### src/hdl/mpow_pkg.sv
package mpow_pkg;

    localparam int ENT_W     = 30;
    localparam int POWER_W   = 63;
    localparam int EXP_BITS_DEF = 63;
    localparam int MM_STAGES = 6;

    localparam logic [ENT_W-1:0] PRIME = 30'd1000000007;
    // floor(2^60 / prime)
    localparam logic [30:0] BARRETT_MU = 31'd1152921496;

    typedef logic [ENT_W-1:0] ent_t;

    typedef struct packed {
        logic load;
        logic issue_mul;
        logic issue_sq;
        logic shift;
        logic finish;
    } mpow_cmd_t;

endpackage

### src/hdl/mpow_ctrl.sv
module mpow_ctrl #(
    parameter int EXP_BITS = mpow_pkg::EXP_BITS_DEF
) (
    input  logic                clk,
    input  logic                rst_n,
    input  logic                start,
    output logic                busy,
    output logic                done,
    output mpow_pkg::mpow_cmd_t cmd
);
    import mpow_pkg::*;

    localparam int CNT_W  = $clog2(EXP_BITS + 1);
    localparam int WAIT_W = $clog2(MM_STAGES);

    localparam logic [2:0] ST_IDLE = 3'd0;
    localparam logic [2:0] ST_MUL  = 3'd1;
    localparam logic [2:0] ST_SQ   = 3'd2;
    localparam logic [2:0] ST_WAIT = 3'd3;
    localparam logic [2:0] ST_FIN  = 3'd4;

    logic [2:0]        state_reg, state_next;
    logic [CNT_W-1:0]  bit_reg, bit_next;
    logic [WAIT_W-1:0] wait_reg, wait_next;
    logic              done_reg, done_next;
    logic              last_wait;

    always_comb
    begin
        state_next = state_reg;
        bit_next   = bit_reg;
        wait_next  = wait_reg;
        cmd        = '0;
        last_wait  = (wait_reg == WAIT_W'(MM_STAGES - 1));
        unique case (state_reg)
            ST_IDLE:
            begin
                if (start)
                begin
                    cmd.load   = 1'b1;
                    bit_next   = '0;
                    state_next = ST_MUL;
                end
            end
            ST_MUL:
            begin
                cmd.issue_mul = 1'b1;
                state_next    = ST_SQ;
            end
            ST_SQ:
            begin
                cmd.issue_sq = 1'b1;
                wait_next    = '0;
                state_next   = ST_WAIT;
            end
            ST_WAIT:
            begin
                wait_next = wait_reg + WAIT_W'(1);
                if (last_wait)
                begin
                    cmd.shift = 1'b1;
                    bit_next  = bit_reg + CNT_W'(1);
                    state_next = (bit_reg == CNT_W'(EXP_BITS - 1)) ? ST_FIN : ST_MUL;
                end
            end
            ST_FIN:
            begin
                cmd.finish = 1'b1;
                state_next = ST_IDLE;
            end
            default:
            begin
                state_next = ST_IDLE;
            end
        endcase
        done_next = (state_reg == ST_FIN);
    end

    always_ff @(posedge clk or negedge rst_n)
    begin
        if (!rst_n)
        begin
            state_reg <= ST_IDLE;
            bit_reg   <= '0;
            wait_reg  <= '0;
            done_reg  <= 1'b0;
        end
        else
        begin
            state_reg <= state_next;
            bit_reg   <= bit_next;
            wait_reg  <= wait_next;
            done_reg  <= done_next;
        end
    end

    assign busy = (state_reg != ST_IDLE);
    assign done = done_reg;

endmodule

### config.mk
export PLATFORM = sky130hd
export DESIGN_NAME = mpow_ctrl
export DESIGN_NICKNAME = d
export VERILOG_FILES = /design/src/hdl/mpow_pkg.sv /design/src/hdl/mpow_ctrl.sv
export SDC_FILE = /design/constraint.sdc
export NUM_CORES = 1
export LEC_CHECK = 0
export ABC_CLOCK_PERIOD_IN_PS = 1300
export BUFFER_PORTS_ARGS = -buffer_cell sky130_fd_sc_hd__buf_2
export CORE_MARGIN = 3
export CORE_UTILIZATION = 39
export CTS_CLUSTER_DIAMETER = 100
export DETAILED_ROUTE_END_ITERATION = 7
export PLACE_DENSITY = 0.63
export SLEW_MARGIN = 10
export SYNTH_ARGS = -nofsm -noshare
export SYNTH_HDL_FRONTEND = slang
export SYNTH_SLANG_ARGS = --single-unit
### constraint.sdc
create_clock -name clk -period 1.3 [get_ports clk]
set_input_delay 0.065 -clock clk [delete_from_list [all_inputs] [get_ports clk]]
set_output_delay 0.065 -clock clk [all_outputs]
set_load 0.02 [all_outputs]
[After elaboration in Yosys (flattened, before gate mapping)]
Cells that the tools add are included.
Word-level totals
  register bits: 13
  input bits: 3
  output and inout bits: 7
  word-level logic and storage cells: 35
Cells by class
  add/sub/neg operators: 2
  equal/unequal tests: 8
  mux-type cells: 15
  reductions and logical operators: 6
Operators by type and width (count)
  6-bit 2-to-1 mux: 2
  3-bit case mux with 4 select lines: 1
  6-bit case mux with 2 select lines: 1
  3-bit 2-to-1 mux: 3
  1-bit 2-to-1 mux: 7
  6-bit by 1-bit adder with 6-bit output (second input constant): 1
  3-bit by 2-bit == test with 1-bit output (second input constant): 2
  3-bit == test (second input constant): 2
  6-bit == test (second input constant): 1
  3-bit case mux with 2 select lines: 1
  2-bit inequality test (second input constant): 2
  2-bit nonzero test: 2
  3-bit by 1-bit adder with 3-bit output (second input constant): 1
  3-bit by 1-bit == test with 1-bit output (second input constant): 1
  3-bit zero test: 1
  3-bit AND reduction: 1
  3-bit nonzero test: 1
  2-bit AND reduction: 1

[Depth between registers and ports, before layout]
Gate-level depths: netlist of run 1.
  depth after elaboration: 4
  depth in mapped cells: 5
  gate-level depth less buffers: 5

[Worst setup path before layout of run 1]
OpenSTA, ideal clock, no wires.
  path type: reg2reg
  start: reg state_reg[0]
  end: reg bit_reg[4]
  library setup time: 0.079 ns
  arrival: 1.356 ns
  data required time: 1.221 ns
  path slack: -0.136 ns
  stages on the path, launching flop included: 5
  buffers on the path: 1
  period minus slack after synthesis: 1.436 ns
  path through: dfrtp_1 buf_6 or3b_4 a211oi_1 mux2i_1
On the way
  longest elaborated chain between the ends: 3
  elaborated cells between the ends (all ways): 7
  classes of those cells: eq/ne (3); mux (1); reduce/logical (3)
Ends and longest elaborated chain
  start, declared: RTL line mpow_ctrl.sv:22  | logic [2:0] state_reg, state_next;
  start signal, assigned: RTL line mpow_ctrl.sv:90  | state_reg <= state_next;
  3-bit by 2-bit == test with 1-bit output or 3-bit zero test (tied branches): RTL line mpow_ctrl.sv:35  | unique case (state_reg)
  2-bit inequality test (no source line) or 2-bit nonzero test (tied branches)
  3-bit AND reduction (no source line)
  end signal, assigned: RTL line mpow_ctrl.sv:91  | bit_reg <= bit_next;
  end, declared: RTL line mpow_ctrl.sv:23  | logic [CNT_W-1:0] bit_reg, bit_next;
Several ways; a longest one is shown, not always the timed one.
A chain may end at the register's enable or synchronous reset.

==> flow_metrics.tcl, run 1 <==
set metrics [dict create \
    status "complete, but fails checks" \
    violations "setup timing" \
    drc 0 \
    drt_first_pass_iters 4 \
    netlist_area_um2 740.7 \
    cap_violations 0 \
    cp-end-kind "primary output" \
    cts_tree "built" \
    htree_levels 1 \
    wl_per_cell_um 16.02 \
    final_layout_size_suffix_gt1_frac 0.5686 \
    slowest_delay_ns 0.56 \
    root_buffer "clkbuf_4" \
    io_buffer_count 9 \
    largest_reg_flops 6 \
    m1WireLength_um 941 \
    startpoint_type "flip-flop" \
    critPathTopFamily "simple AND/OR/NAND/NOR gates" \
    drtIter0Drc 4 \
    core_area_mm2 0.001764 \
    clock.fmax_mhz 656.3 \
    cts.path.max_buffers 2 \
    ys_ff_latch 13 \
    multiInputGateArea_um2 513.0 \
    synthCells 76 \
    synth_top_cell_area_share 0.4392 \
    wl_met3_um 40 \
    final.fill_count 143 \
    ios 10 \
    wirelength_um 2034 \
    yosysSeqAreaShare 0.4392 \
    timing.hold.ws_ns 0.09765 \
    antenna_left 0 \
    seqCellArea_um2 325.3 \
    clk_latency_ns 0.30 \
    slew_violations 0 \
    cp_max_fo 2 \
    cts.sink_count 13 \
    grtUsageTotal 0.1712 \
    ir_drop_uv 1203 \
    setup_ws_ns -0.2237 \
    area_growth_pct 60.81 \
    synth_nets 83 \
    cts_buffers 3 \
    clock-skew-final_ns 0.003390 \
    die_area_mm2 0.002458 \
    p_per_area_mw_per_mm2 2069 \
    dieHeight_um 49.58 \
    place_ws_ns -0.1370 \
    yosysTopAreaCell "dfrtp_1" \
    hpwl_um 1054 \
    placed_area_um2 844.6 \
    setup_viol 11 \
    fin_nets 110 \
    crit_arrival_ns 1.46 \
    rows 15 \
    crit_buf_inv 2 \
    vias 673 \
    diodes 0 \
    vias_per_cell 5.299 \
    die_x_um 49.58 \
    grt_pass1_wl_um 3194 \
    initial_core_util 0.4199 \
    worstMarginPinSlew_ns 0.3030 \
    highest_layer "met4" \
    grt_overflow 0 \
    rsz0062_at_grt "yes" \
    crit_path_top_delay_cell "or4b_4" \
    grt_max_degree 14 \
    syn_area_per_cell_um2 9.746 \
    crit_required_ns 1.24 \
    design_area_mm2 0.001191 \
    netlist_top_cells_area "dfrtp_1 44%, ha_1 6.8%, nand2b_1 5.9%" \
    relSlewSlack 0.7980 \
    wl_met2_um 1006 \
    grt_pass1_vias 717 \
    hold_path_class "input port to flip-flop" \
    hold_violations 0 \
    post-route-min-period_ns 1.524 \
    p_leak_nw 0.5420 \
    antenna_found_initial 0 \
    path_clk_slew_ns 0.09 \
    path_class "flip-flop to primary output" \
    routabilityCongestion 0.7362 \
    synth_cell_types 28 \
    fin_crit_sh 1.172 \
    r2r_slack_ns -0.14 \
    yosys_warnings 0 \
    path_cells "or4b_4 > inv_2 > buf_6" \
]
-- synthesized netlist by cell type --
library cell and number:
nor2_1 2, clkbuf_1 2, nand2b_1 7, or2_2 1
o221a_2 1, or2b_1 1, a22o_2 1, nand3_1 2
o31ai_1 1, a21oi_1 4, nand4b_1 1, or3b_4 1
inv_1 6, or4b_1 1, nor3_1 4, nor3b_1 1
buf_4 1, or3_2 1, nand4_1 2, o22ai_1 1
dfrtp_1 13, mux2i_1 4, buf_6 2, and2_1 1
a211oi_1 2, ha_1 4, nand2_1 7, o21ai_0 2
-- layout by cell type, fill, tap and decap left out, types with 2 or more instances in the layout --
cell type / Yosys / routed
clkbuf_4: 0 / 3
buf_4: 1 / 7
dfrtp_1: 13 / 13
buf_2: 0 / 3
buf_6: 2 / 15
inv_1: 6 / 2
nand4_1: 2 / 2
mux2i_1: 4 / 4
nand2b_4: 0 / 2
nand2_1: 7 / 7
nand2b_1: 7 / 5
a21oi_1: 4 / 2
inv_2: 0 / 3
ha_1: 4 / 3
nor3_4: 0 / 3
-- worst min-delay path, stage by stage --
cell and delay [ns]:
buf_2 0.10, a21oi_1 0.07, nor3_2 0.11
-- layer usage --
layer,global-route usage,vias up
li1,-,315
met1,0.2030,343
met2,0.2885,10
met3,0.04230,5
met4,0.07834,0
met5,0,-
-- logic make-up (layout without fill, tap and decap cells) --
kind of cell               count (synthesis)  after routing  share of synthesized area
AOI/OAI and AO/OA                         12             12                     0.1081
and+or+nand+nor                           32             32                     0.2500
DFF                                       13             13                     0.4392
adders and majority gates                  4              4                    0.06757
muxes                                      4              4                    0.05406
buffers and inverters                     11             37                    0.08108
-- metrics by stage --
stage / utilization / cells / setup TNS [ns] / power [mW]
after CTS: 0.6057 / 126 / -1.046 / 2.057
after detailed placement: 0.4787 / 112 / -0.6619 / 1.482
final: 0.6752 / 127 / -1.370 / 2.464
after floorplan: - / 76 / -0.4049 / 1.239
after global placement: 0.4787 / 112 / -0.5379 / 1.459
after global routing: 0.6752 / 127 / -2.031 / 2.618
-- cell type report --
| type | count | area share |
|---|---|---|
| repair buffers | 27 | 0.2237 |
| clock buffers | 3 | 0.01891 |
| well taps | 25 | 0.02626 |
| inverters | 6 | 0.02311 |
| multi-input cells | 52 | 0.4307 |
| clock inverters | 1 | 0.004202 |
| flip-flops and latches | 13 | 0.2731 |
-- where the power goes --
| part | internal (mW) | leakage, nW | total (mW) | switching (mW) |
|---|---|---|---|---|
| clock network | 0.115 | 0.0177 | 0.277 | 0.162 |
| registers | 0.559 | 0.160 | 0.747 | 0.188 |
| logic | 0.772 | 0.365 | 1.44 | 0.668 |
-- worst paths after layout --
path / from / endpoint / cells past startpoint
setup / recovery: state_reg[2] / cmd[4] / 3
hold / removal: start / state_reg[0] / 3
setup reg to reg: state_reg[2] / bit_reg[5] / 4
hold reg to reg: bit_reg[4] / bit_reg[4] / 2
max in group asynchronous: rst_n / bit_reg[2] / 2
min in group asynchronous: rst_n / wait_reg[2] / 2
-- what timing repair did --
| item | in CTS | in global routing |
|---|---|---|
| hold buffers | 1 | 0 |
| resized for setup | 33 | 23 |
| setup buffers | 9 | 2 |
| setup endpoints to repair | 12 | 16 |
| endpoints found under the hold margin | 13 | 0 |
| gates cloned | 0 | 0 |
| pin swaps | 8 | 8 |
Note: power is estimated with default switching activity, not from simulation.
==> run 2, diff against run 1 <==
--- a/config.mk
+++ b/config.mk
@@ -7,11 +7,15 @@
 export LEC_CHECK = 0
 export ABC_CLOCK_PERIOD_IN_PS = 1300
 export BUFFER_PORTS_ARGS = -buffer_cell sky130_fd_sc_hd__buf_2
+export CELL_PAD_IN_SITES_DETAIL_PLACEMENT = 0
+export CELL_PAD_IN_SITES_GLOBAL_PLACEMENT = 2
+export CORE_ASPECT_RATIO = 1.75
 export CORE_MARGIN = 3
-export CORE_UTILIZATION = 39
+export CORE_UTILIZATION = 30
+export CTS_BUF_LIST = sky130_fd_sc_hd__clkbuf_4 sky130_fd_sc_hd__clkbuf_8 sky130_fd_sc_hd__clkbuf_16
 export CTS_CLUSTER_DIAMETER = 100
 export DETAILED_ROUTE_END_ITERATION = 7
-export PLACE_DENSITY = 0.63
+export PLACE_DENSITY = 0.73
 export SLEW_MARGIN = 10
 export SYNTH_ARGS = -nofsm -noshare
 export SYNTH_HDL_FRONTEND = slang
==> flow_metrics.tcl, run 2 (synthesis results as in run 1) <==
set metrics [dict create \
    status "complete, but fails checks" \
    violations "setup timing" \
    ir_drop_uv 817.5 \
    startpoint_type "flip-flop" \
    largest_reg_flops 6 \
    cp-end-kind "primary output" \
    path_class "flip-flop to primary output" \
    setup_viol 10 \
    fin_util 0.5196 \
    rsz0062_at_grt "yes" \
    p_leak_nw 0.5740 \
    path_clk_slew_ns 0.06 \
    path_cells "or4b_4 > inv_2 > buf_6" \
    p_per_area_mw_per_mm2 2088 \
    fin_nets 116 \
    tns_ns -0.8923 \
    crit_buf_inv 2 \
    antenna_left 0 \
    grt_max_degree 14 \
    core_area_mm2 0.002331 \
    vias 667 \
    cap_violations 0 \
    crit_required_ns 1.24 \
    crit_path_top_delay_cell "or4b_4" \
    diodes 0 \
    antenna_found_initial 0 \
    hpwl_um 1286 \
    fin_crit_sh 1.133 \
    clock.fmax_mhz 679.0 \
    dieHeight_um 71.73 \
    slowest_delay_ns 0.57 \
    clock-skew-final_ns 0.003879 \
    critPathTopFamily "simple AND/OR/NAND/NOR gates" \
    post-route-min-period_ns 1.473 \
    routabilityCongestion 0.7662 \
    layout_common_cells "17 x buf_4, 12 x dfrtp_1, 12 x buf_6" \
    place_ws_ns -0.1689 \
    cts.sink_count 13 \
    cts_buffers 3 \
    slew_violations 0 \
    worstMarginPinSlew_ns 0.3156 \
    die_x_um 43.56 \
    die_area_mm2 0.003125 \
    htree_levels 1 \
    grt_overflow 0 \
    relSlewSlack 0.7896 \
    final_common_cell "buf_4" \
    hold_path_class "input port to flip-flop" \
    grt_pass1_vias 735 \
    hold_violations 0 \
    io_buffer_count 9 \
    wl_per_cell_um 15.08 \
    area_growth_pct 63.51 \
    rows 23 \
    vias_per_cell 5.015 \
    grt_pass1_wl_um 3429 \
    drtIter0Drc 22 \
    initial_core_util 0.3178 \
    drc 0 \
    ios 10 \
    drt_first_pass_iters 2 \
    cp_max_fo 4 \
    clk_latency_ns 0.24 \
    root_buffer "clkbuf_8" \
    setup_ws_ns -0.1727 \
    final_layout_size_suffix_gt1_frac 0.5648 \
    grtUsageTotal 0.1471 \
    crit_arrival_ns 1.41 \
    cts_tree "built" \
    wirelength_um 2006 \
    cts.path.max_buffers 2 \
]
## run 2: cell types whose count changed in the layout (fill, tap and decap cells not counted), moves of 2 or more
cell	before	now
clkbuf_8	0	3
buf_4	7	17
clkbuf_4	3	1
buf_6	15	12
## run 2: final cells by class
class,count,area (um2)
fillers,206,1120
inverters,6,22.52
flip-flops and latches,13,326.6
multi-input cells,52,494.2
repair buffers,33,287.8
well taps,25,31.28
clock buffers,4,48.80
## run 2: path summary, 6_finish.rpt
kind                               from           end  slack [ns]  depth (start not counted)
setup / recovery           state_reg[1]        cmd[4]       -0.17                          3
hold / removal                    start  state_reg[0]        0.16                          3
setup reg to reg           state_reg[1]    bit_reg[4]       -0.12                          4
hold reg to reg              bit_reg[4]    bit_reg[4]        0.55                          2
max in group asynchronous         rst_n  state_reg[1]        0.79                          2
min in group asynchronous         rst_n   wait_reg[0]        0.24                          2
## run 2: per-layer routing
metal	part of all wire	up-vias	wire, um	global-route usage
li1	-	327	-	-
met1	0.35	329	711	0.1521
met2	0.61	7	1222	0.2727
met3	0.019	4	38	0.02513
met4	0.017	0	34	0.06711
met5	0	-	0	0
## run 2: power breakdown
| group | internal, mW | leakage [nW] | total (mW) | switching [mW] |
|---|---|---|---|---|
| Combinational | 0.775 | 0.389 | 1.40 | 0.624 |
| Clock | 0.238 | 0.0262 | 0.392 | 0.155 |
| Sequential | 0.563 | 0.159 | 0.737 | 0.174 |
## run 2: what timing repair did
item,CTS,global route
hold endpoints to repair,13,0
setup buffers,13,1
endpoints found under the setup margin,13,16
resized for setup,37,9
hold buffers,1,0
pin swaps,8,4
## run 2: metrics by stage
step	std cells	instance area [um2]	hold WS (ns)	total power, mW
2_1_floorplan	76	754.5	-0.2306	1.239
3_5_place_dp	117	882.1	-0.02826	1.592
6_report	133	1211	0.1650	2.529
5_1_grt	133	1211	0.1697	2.719
4_1_cts	133	1167	0.1492	2.392
3_3_place_gp	117	882.1	-0.01571	1.568
## run 2: worst reg2reg max path, cell delays in order (launching register included)
cell and delay, ns:
dfrtp_2 0.42, or4b_4 0.57, buf_4 0.18, nand2b_1 0.07
mux2i_1 0.06
==> run 3, diff against run 2 <==
--- a/config.mk
+++ b/config.mk
@@ -12,7 +12,6 @@
 export CORE_ASPECT_RATIO = 1.75
 export CORE_MARGIN = 3
 export CORE_UTILIZATION = 30
-export CTS_BUF_LIST = sky130_fd_sc_hd__clkbuf_4 sky130_fd_sc_hd__clkbuf_8 sky130_fd_sc_hd__clkbuf_16
 export CTS_CLUSTER_DIAMETER = 100
 export DETAILED_ROUTE_END_ITERATION = 7
 export PLACE_DENSITY = 0.73
==> flow_metrics.tcl, run 3 (synthesis results as in run 1) <==
set metrics [dict create \
    final_common_cell "buf_4" \
    path_class "flip-flop to primary output" \
    wl_per_cell_um 15.08 \
    p_per_area_mw_per_mm2 2076 \
    fin_crit_sh 1.133 \
    rows 23 \
    fin_cells 133 \
    post-route-min-period_ns 1.473 \
    cts_buffers 3 \
    cts.path.max_buffers 2 \
    routabilityCongestion 0.7662 \
    area_growth_pct 63.01 \
    antenna_left 0 \
    drt_first_pass_iters 2 \
    dp.cells 117 \
    htree_levels 1 \
    cap_violations 0 \
    ir_drop_uv 817.4 \
    vias 667 \
    grt_pass1_vias 735 \
    ios 10 \
    diodes 0 \
    slew_violations 0 \
    largest_reg_flops 6 \
    io_buffer_count 9 \
    antenna_found_initial 0 \
    grt_pass1_wl_um 3429 \
    crit_arrival_ns 1.41 \
    dieHeight_um 71.73 \
    initial_core_util 0.3178 \
    vias_per_cell 5.015 \
    grtUsageTotal 0.1471 \
    violations "setup timing" \
    root_buffer "clkbuf_8" \
    startpoint_type "flip-flop" \
    wirelength_um 2005 \
    hpwl_um 1286 \
    clk_latency_ns 0.24 \
    cts_tree "built" \
    setup_ws_ns -0.1727 \
    hold_path_class "input port to flip-flop" \
    tns_ns -0.8925 \
    layout_common_cells "17 x buf_4, 12 x dfrtp_1, 12 x buf_6" \
    drc 0 \
    grt_overflow 0 \
    cp_max_fo 4 \
    r2r_slack_ns -0.12 \
    clock-skew-final_ns 0.003612 \
    cp-end-kind "primary output" \
    rsz0062_at_grt "yes" \
    cts.sink_count 13 \
    core_area_mm2 0.002331 \
    die_x_um 43.56 \
    relSlewSlack 0.7896 \
    p_leak_nw 0.5706 \
    setup_viol 10 \
    clock.fmax_mhz 679.0 \
    hold_violations 0 \
    fin_nets 116 \
    path_clk_slew_ns 0.06 \
    grt_max_degree 14 \
    crit_required_ns 1.24 \
    status "complete, but fails checks" \
    worstMarginPinSlew_ns 0.3156 \
    drtIter0Drc 22 \
    die_area_mm2 0.003125 \
    final_layout_size_suffix_gt1_frac 0.5556 \
]
run 3: changes by cell type in the layout (fill, tap and decap cells not counted):
| cell | delta |
|---|---|
| clkbuf_1 | +1 |
| clkbuf_4 | -1 |
run 3: worst paths after layout:
| kind | startpoint | endpoint | cells past startpoint |
|---|---|---|---|
| max | state_reg[1] | cmd[4] | 3 |
| min | start | state_reg[0] | 3 |
| max reg2reg | state_reg[1] | bit_reg[4] | 4 |
| min reg2reg | bit_reg[4] | bit_reg[4] | 2 |
| max in group asynchronous | rst_n | state_reg[1] | 2 |
| min in group asynchronous | rst_n | wait_reg[0] | 2 |
run 3: repair_timing:
item,CTS,global route
pin swaps,8,4
hold buffers,1,0
buffers inserted,13,1
endpoints found under the hold margin,13,0
gates resized for setup,37,9
setup endpoints to repair,13,16
run 3: stage by stage:
stage	instance area, um2	setup WS (ns)	utilization	total power [mW]	hold slack, ns
global placement	882.1	-0.1228	0.3784	1.568	-0.01571
finish	1207	-0.1727	0.5180	2.507	0.1650
detailed placement	882.1	-0.1689	0.3784	1.592	-0.02826
CTS	1164	-0.1721	0.4992	2.370	0.1492
floorplan	754.5	-0.09018	-	1.239	-0.2306
global route	1207	-0.2086	0.5180	2.698	0.1697
run 3: layer usage:
metal	share of wire	global-route usage	up-vias
met4	0.017	0.06711	0
met5	0	0	-
li1	-	-	327
met3	0.019	0.02513	4
met2	0.61	0.2727	7
met1	0.35	0.1521	329
run 3: layout make-up:
type,instances,area [um2]
Fill cell,208,1124
Tap cell,25,31.28
Inverter,6,22.52
Sequential cell,13,326.6
Timing Repair Buffer,33,287.8
Multi-Input combinational cell,52,494.2
Clock buffer,4,45.04
run 3: report_power, final:
part           internal, mW  switching (mW)  total (mW)
Clock                 0.217           0.154       0.371
Sequential            0.563           0.174       0.737
Combinational         0.775           0.624        1.40
Total                  1.55           0.952        2.51
run 3: critical path: stages, from the launching register on:
cell	delay (ns)
dfrtp_2	0.42
or4b_4	0.57
inv_2	0.07
buf_6	0.11
